$ cat src/design/lpht_pkg.sv
// ----------------------------------------------------------------------------
// lpht_pkg
// Types and constants shared by the linear probing hash table modules.
// ----------------------------------------------------------------------------
package lpht_pkg;

	localparam int TABLE_SLOTS = 256;
	localparam int SLOT_W      = $clog2(TABLE_SLOTS);
	localparam int CNT_W       = SLOT_W + 1;
	localparam int HALF_SLOTS  = TABLE_SLOTS / 2;

	localparam logic MODE_SET    = 1'b0;
	localparam logic MODE_LOOKUP = 1'b1;

	localparam logic [1:0] RSP_DONE     = 2'd0;
	localparam logic [1:0] RSP_FULL     = 2'd1;
	localparam logic [1:0] RSP_ZERO_KEY = 2'd2;

	typedef struct packed {
		logic        mode;
		logic [63:0] hash_code;
		logic [63:0] key_word;
		logic [63:0] new_value;
	} lpht_req_t;

	typedef struct packed {
		logic        found;
		logic [63:0] read_value;
		logic [7:0]  slot_index;
		logic [1:0]  status;
	} lpht_rsp_t;

	// controller to datapath
	typedef struct packed {
		logic       load;
		logic       advance;
		logic       finish;
		logic       reject;
		logic [1:0] rej_status;
	} lpht_cmd_t;

	// datapath to controller
	typedef struct packed {
		logic key_zero;
		logic refuse;
		logic is_hit;
		logic is_empty;
		logic last_probe;
	} lpht_stat_t;

endpackage

$ cat src/design/lpht_ctrl.sv
// ----------------------------------------------------------------------------
// lpht_ctrl
// Request sequencer: screens a transaction, then walks the probe one slot a
// cycle until the datapath reports a hit, an empty slot or a full sweep.
// ----------------------------------------------------------------------------
module lpht_ctrl (
	input  logic                clk,
	input  logic                arst_n,
	input  logic                start,
	output logic                busy,
	input  lpht_pkg::lpht_stat_t stat,
	output lpht_pkg::lpht_cmd_t  cmd
);

	localparam logic ST_IDLE  = 1'b0;
	localparam logic ST_PROBE = 1'b1;

	logic state_q;
	logic state_d;

	assign busy = (state_q != ST_IDLE);

	always_comb begin
		cmd     = '0;
		state_d = state_q;
		case (state_q)
			ST_IDLE: begin
				if (start) begin
					if (stat.key_zero) begin
						cmd.reject     = 1'b1;
						cmd.rej_status = lpht_pkg::RSP_ZERO_KEY;
					end else if (stat.refuse) begin
						cmd.reject     = 1'b1;
						cmd.rej_status = lpht_pkg::RSP_FULL;
					end else begin
						cmd.load = 1'b1;
						state_d  = ST_PROBE;
					end
				end
			end
			ST_PROBE: begin
				if (stat.is_hit || stat.is_empty || stat.last_probe) begin
					cmd.finish = 1'b1;
					state_d    = ST_IDLE;
				end else begin
					cmd.advance = 1'b1;
				end
			end
			default: begin
				state_d = ST_IDLE;
			end
		endcase
	end

	always_ff @(posedge clk or negedge arst_n) begin
		if (!arst_n) begin
			state_q <= ST_IDLE;
		end else begin
			state_q <= state_d;
		end
	end

	a_cmd_onehot: assert property (@(posedge clk) disable iff (!arst_n)
		$onehot0({cmd.load, cmd.advance, cmd.finish, cmd.reject}))
		else $error("lpht_ctrl: more than one command in a cycle");

endmodule

$ cat config.mk
export PLATFORM = sky130hd
export DESIGN_NAME = lpht_ctrl
export DESIGN_NICKNAME = d
export VERILOG_FILES = /design/src/design/lpht_pkg.sv /design/src/design/lpht_ctrl.sv
export SDC_FILE = /design/constraint.sdc
export NUM_CORES = 1
export LEC_CHECK = 0
export ABC_AREA = 1
export BUFFER_PORTS_ARGS = -buffer_cell sky130_fd_sc_hd__buf_4
export CORE_AREA = 2 2 39 41
export DETAILED_ROUTE_END_ITERATION = 12
export DIE_AREA = 0 0 41 43
export PLACE_DENSITY = 0.38
export SETUP_SLACK_MARGIN = 0.2
export SLEW_MARGIN = 20
export SYNTH_ARGS = -nofsm -noshare
export SYNTH_HDL_FRONTEND = slang
export SYNTH_SLANG_ARGS = --single-unit
$ cat constraint.sdc
create_clock -name clk -period 1.37 [get_ports clk]
set_clock_uncertainty 0.1 [all_clocks]
set_input_delay 0.274 -clock clk [delete_from_list [all_inputs] [get_ports clk]]
set_output_delay 0.274 -clock clk [all_outputs]
set_load 0.01 [all_outputs]
# Yosys cells after proc, flatten, opt, wreduce, memory -nomap -nowiden
# Cells that the tools add are included.
# totals
ff_bits	1
word_cells	16
# classes
mux	12
n_bitwise	1
n_reduce_logical	2
# ops
op	n
$mux W3	4
$mux W1	6
$logic_or A1 B1 Y1	2
$mux W2	1
$pmux W1 S2	1
$not A1 Y1	1

# Longest topological paths before layout
# Gate-level depths: netlist of run 1.
# logic_depth
word_depth	4
ltp_mapped	4
mapped_depth_nobuf	4

# Worst setup path after synthesis of run 1
# OpenSTA, ideal clock, no wires.
# synth_timing
path_type	register to output
from	register state_q, in the netlist busy
to	output port cmd[0] (netlist name)
t_arrival_ps	756
required_ps	996
path_slack_ps	240
path_stages_with_launch	4
n_path_buf	0
cell_sequence	dfrtp_1 -> inv_1 -> nand2_1 -> nor3_2
# synth_rtl
item	line	text
from (decl)	lpht_ctrl.sv:18	logic state_q;
from (signal assigned)	lpht_ctrl.sv:59	state_q <= state_d;
to (decl)	lpht_ctrl.sv:12	output lpht_pkg::lpht_cmd_t cmd

==> flow_metrics.tcl, run 1 <==
set metrics [dict create \
    antenna_found_initial 0 \
    switchingPower_mw 0.0326 \
    wl_per_cell_um 6.70 \
    p_int_mw 0.0707 \
    status "finished, final reports clean" \
    drive_gt1_frac 0.784 \
    area_growth_pct 179 \
    gp_congestion 0.505 \
    core_area_um2 1380 \
    die_x_um 41 \
    seq_area_frac_synth 0.235 \
    ant_nets 0 \
    syn-num-nets 27 \
    hold_class "primary input to flip-flop" \
    clkSlewWorstSetupHoldPaths_ps 0 \
    path_class "flip-flop to output port" \
    largest_reg_flops 1 \
    slew_headroom 0.918 \
    finalNonFillerCells 53 \
    insertion_delay_ps 0 \
    critPathTopFamily "flip-flops" \
    r2r_end "busy" \
    firstDrtPassIters 1 \
    cp_slowest_stage_delay_ps 410 \
    initial_core_util 0.0769 \
    via_count 176 \
    crit_arrival_ps 780 \
    finalSetupTns_ps 0 \
    worstPathRequired_ps 1000 \
    nets 47 \
    drt_iter0_drc 0 \
    synth_cell_types 8 \
    rr_worst_depth 3 \
    syn_inst 19 \
    fillerInstances 174 \
    drc 0 \
    pwr-share-comb 0.672 \
    fmax_mhz 866 \
    pin_count 15 \
    p_sw_frac 0.316 \
    setup_viol 0 \
    final_max_slew_viol_count 0 \
    crit_chain "inv_2 > nand2_2 > nor3_2 > buf_4" \
    holdCritStartpoint "stat[3]" \
    rsz0062_at_grt "true" \
    tightest_slew_ps 122 \
    holdPathEnd "busy" \
    dieArea_um2 1760 \
    grt.total_usage 0.0290 \
    finalWirelength_um 355 \
    leakagePower_nw 0.169 \
    syn_avg_cell_area_um2 5.60 \
    p_seq_frac 0.328 \
    syn_area_um2 106 \
    max-vdd-ir-drop_mv 0.0816 \
    vias_per_cell 3.32 \
    grt_overflow_total 0 \
    yosys_warnings 0 \
    die_height_um 43 \
    rows 14 \
    holdPathStages 4 \
    end_kind "output port" \
    grt_max_degree 5 \
    fin_crit_ps 1160 \
    pwr-share-clk 0 \
    dp.cells 49 \
    port_buffers 14 \
    maxCapViolCount 0 \
    cp_max_fo 4 \
    powerDensity_nw_per_um2 349 \
    grt_pass1_vias 113 \
    reg2reg_slack_ps 510 \
    grt_pass1_wl_um 386 \
    crit_slowest_cell "dfrtp_2" \
    reg2reg_from "busy" \
    crit_path_start_kind "flip-flop" \
    path_buf_inv 2 \
    period_share 0.843 \
    synth-seq-cells 1 \
    hold_viol 0 \
    antenna-diode-count 0 \
]
[placed cells by master, fill, tap and decap left out, drive strengths merged]
cell type and count:
inv 6, dfrtp 1, nor3 1, nand2 4, buf 17, dlygate4sd3 1
nor2 5, a21oi 1, nand3 1
[metrics by stage]
step | area [um^2] | utilization | setup slack, ps | hold slack, ps | total power, mW
after floorplan | 106 | - | 240 | -122 | 0.0524
after global placement | 231 | 0.167 | 167 | -48.7 | 0.0865
after detailed placement | 231 | 0.167 | 169 | -48.2 | 0.0864
after CTS | 251 | 0.182 | 186 | 482 | 0.0917
after global routing | 297 | 0.214 | 164 | 489 | 0.110
final | 297 | 0.214 | 215 | 459 | 0.103
[kinds of logic after synthesis]
kind of cell,share of synthesized area
AO/OA/AOI/OAI,0.0470
buffers and inverters,0.212
flip-flops,0.235
AND/OR/NAND/NOR,0.506
[Yosys cell counts]
cell	number	share of area
inv_1	6	0.21
nand2_1	4	0.14
nand3_1	1	0.047
nor2_1	3	0.11
nor2_2	2	0.12
dfrtp_1	1	0.24
nor3_2	1	0.094
a21oi_1	1	0.047
[area by class of cell]
type                       count  area [um^2]  share of cell area
timing repair buffer          18          138               0.464
multi-input combinational     12         90.1               0.304
sequential                     1         26.3              0.0886
inverter                       6         22.5              0.0759
tap                           16         20.0              0.0675
[power by group through the flow]
| stage | logic, mW | clock network, mW | registers (mW) |
|---|---|---|---|
| 2_1_floorplan | 0.0185 | 0 | 0.0340 |
| 3_3_place_gp | 0.0528 | 0 | 0.0336 |
| 3_5_place_dp | 0.0528 | 0 | 0.0336 |
| 4_1_cts | 0.0585 | 0 | 0.0332 |
| 5_1_grt | 0.0755 | 0 | 0.0344 |
| 6_report | 0.0694 | 0 | 0.0339 |
[how the worst max path moves through the flow]
| stage | start | end | depth (start not counted) |
|---|---|---|---|
| after floorplan | busy | cmd[0] | 3 |
| after global placement | busy | cmd[0] | 4 |
| after detailed placement | busy | cmd[0] | 4 |
| after CTS | busy | cmd[0] | 4 |
| after global routing | busy | cmd[0] | 4 |
| final | busy | cmd[0] | 4 |
[per-layer routing]
layer  up-vias  track usage  wire length [um]
met2         7       0.0656               197
li1         91            -                 -
met3         0            0                36
met4         0            0                 0
met5         -            0                 0
met1        78       0.0255               120
[what timing repair did]
item / 4_1_cts / 5_1_grt
resized for setup: 1 / 10
hold endpoints to repair: 1 / 0
hold buffers: 1 / 0
buffers inserted: 1 / 2
setup endpoints to repair: 3 / 5
pin swaps: 1 / 2
[worst register-to-register path, stage by stage (launching register included)]
cell     delay (ps)
dfrtp_2         410
nand3_2          90
buf_4           100
nand2_1          30
No activity file was read; power rests on OpenSTA's default activity.
==> run 2: changes to the inputs <==
--- a/config.mk
+++ b/config.mk
@@ -10,7 +10,7 @@
 export CORE_AREA = 2 2 39 41
 export DETAILED_ROUTE_END_ITERATION = 12
 export DIE_AREA = 0 0 41 43
-export PLACE_DENSITY = 0.38
+export PLACE_DENSITY = 0.39
 export SETUP_SLACK_MARGIN = 0.2
 export SLEW_MARGIN = 20
 export SYNTH_ARGS = -nofsm -noshare
==> constraint.sdc (replaced) <==
create_clock -name clk -period 0.95 [get_ports clk]
set_clock_uncertainty 0.1 [all_clocks]
set_input_delay 0.19 -clock clk [delete_from_list [all_inputs] [get_ports clk]]
set_output_delay 0.19 -clock clk [all_outputs]
set_load 0.01 [all_outputs]
==> flow_metrics.tcl, run 2 (same netlist as run 1, synthesis figures left out) <==
set metrics [dict create \
    status "complete, but fails checks" \
    violations "setup timing" \
    path_buf_inv 2 \
    wl_per_cell_um 5.89 \
    antenna-diode-count 0 \
    p_total_mw 0.150 \
    antenna_found_initial 0 \
    cp_slowest_stage_delay_ps 410 \
    grt_pass1_wl_um 476 \
    core_area_um2 1380 \
    powerDensity_nw_per_um2 502 \
    area_growth_pct 181 \
    ant_nets 0 \
    reg2reg_slack_ps 60 \
    p_sw_frac 0.292 \
    drt_iter0_drc 0 \
    worstPathRequired_ps 660 \
    crit_slowest_cell "dfrtp_2" \
    gp_congestion 0.533 \
    port_buffers 14 \
    initial_core_util 0.0769 \
    timing.hold.ws_ps 399 \
    period_share 1.10 \
    grt_max_degree 5 \
    crit_arrival_ps 750 \
    fillerInstances 162 \
    critPathTopFamily "flip-flops" \
    maxCapViolCount 0 \
    vias_per_cell 3.26 \
    pin_count 15 \
    drive_gt1_frac 0.816 \
    hpwl_um 299 \
    nets 48 \
    rr_worst_depth 4 \
    crit_chain "inv_2 > nand2_2 > nor3_2 > buf_4" \
    pwr-share-clk 0 \
    pwr-share-comb 0.677 \
    cp_max_fo 4 \
    post-route-worst-setup-slack_ps -94.6 \
    clkSlewWorstSetupHoldPaths_ps 0 \
    worstSetupPathDepth 4 \
    crit_path_start_kind "flip-flop" \
    fin_crit_ps 1040 \
    reg2reg_from "busy" \
    startpoint "busy" \
    slew_headroom 0.910 \
    r2r_end "busy" \
    fmax_mhz 957 \
    grt_overflow_total 0 \
    rows 14 \
    end_kind "output port" \
    finalWirelength_um 318 \
    die_height_um 43 \
    leakagePower_nw 0.171 \
    via_count 176 \
    max-vdd-ir-drop_mv 0.132 \
    tightest_slew_ps 134 \
    insertion_delay_ps 0 \
    drc 0 \
    dieArea_um2 1760 \
    hold_viol 0 \
    firstDrtPassIters 1 \
    layout_commonest_cell "buf_4" \
    hold_class "primary input to flip-flop" \
    die_x_um 41 \
    p_seq_frac 0.323 \
    path_class "flip-flop to output port" \
    largest_reg_flops 1 \
    grt.total_usage 0.0350 \
    p_int_mw 0.106 \
    final_cell_mix "buf_4, nor2_2, inv_1" \
    switchingPower_mw 0.0438 \
    cp-endpoint "cmd[0]" \
    final_max_slew_viol_count 0 \
    finalSetupTns_ps -464 \
    rsz0062_at_grt "true" \
    grt_pass1_vias 161 \
    setup_viol 7 \
]
==> run 2: timing repair <==
item / 4_1_cts / 5_1_grt
resized for setup: 5 / 2
setup buffers: 2 / 0
setup endpoints to repair: 8 / 8
pin swaps: 2 / 0
endpoints found under the hold margin: 1 / 0
hold buffers: 1 / 0
==> run 2: power groups by stage <==
stage / Clock (mW) / Combinational [mW] / Sequential (mW)
after floorplan: 0 / 0.0299 / 0.0498
after CTS: 0 / 0.101 / 0.0487
final: 0 / 0.102 / 0.0485
after detailed placement: 0 / 0.0849 / 0.0494
after global routing: 0 / 0.111 / 0.0490
after global placement: 0 / 0.0849 / 0.0493
==> run 2: worst min path at each step <==
stage	start	end	slack, ps	depth (start not counted)
after detailed placement	arst_n	busy	-130	1
after global placement	arst_n	busy	-130	1
after floorplan	arst_n	busy	-210	0
final	stat[0]	busy	400	4
after global routing	arst_n	busy	430	2
after CTS	stat[0]	busy	390	4
==> run 2: layer usage <==
layer / up-vias / GRT usage / routed length (um)
met4: 0 / 0 / 0
met1: 75 / 0.0254 / 102
met5: - / 0 / 0
met3: 0 / 0.00524 / 54
met2: 8 / 0.0813 / 161
li1: 93 / - / -
==> run 2: through the flow <==
stage	worst slack, ps	util	instance area (um^2)	std cells
4_1_cts	-109	0.212	294	54
3_3_place_gp	-135	0.183	253	51
2_1_floorplan	-66.3	-	113	19
3_5_place_dp	-128	0.183	253	51
5_1_grt	-145	0.216	299	54
6_report	-94.6	0.216	299	54
==> run 2: tightest hold or removal path: cells and delay by family <==
family        cells  cell delay [ps]
simple gates      3              180
buf+inv           1               80
==> run 2: final cells by class <==
class                   instances  area [um^2]  share of cell area
inverters                       6         22.5              0.0753
multi-input cells              12         77.6               0.259
flip-flops and latches          1         26.3              0.0879
well taps                      16         20.0              0.0669
repair buffers                 19          153               0.510
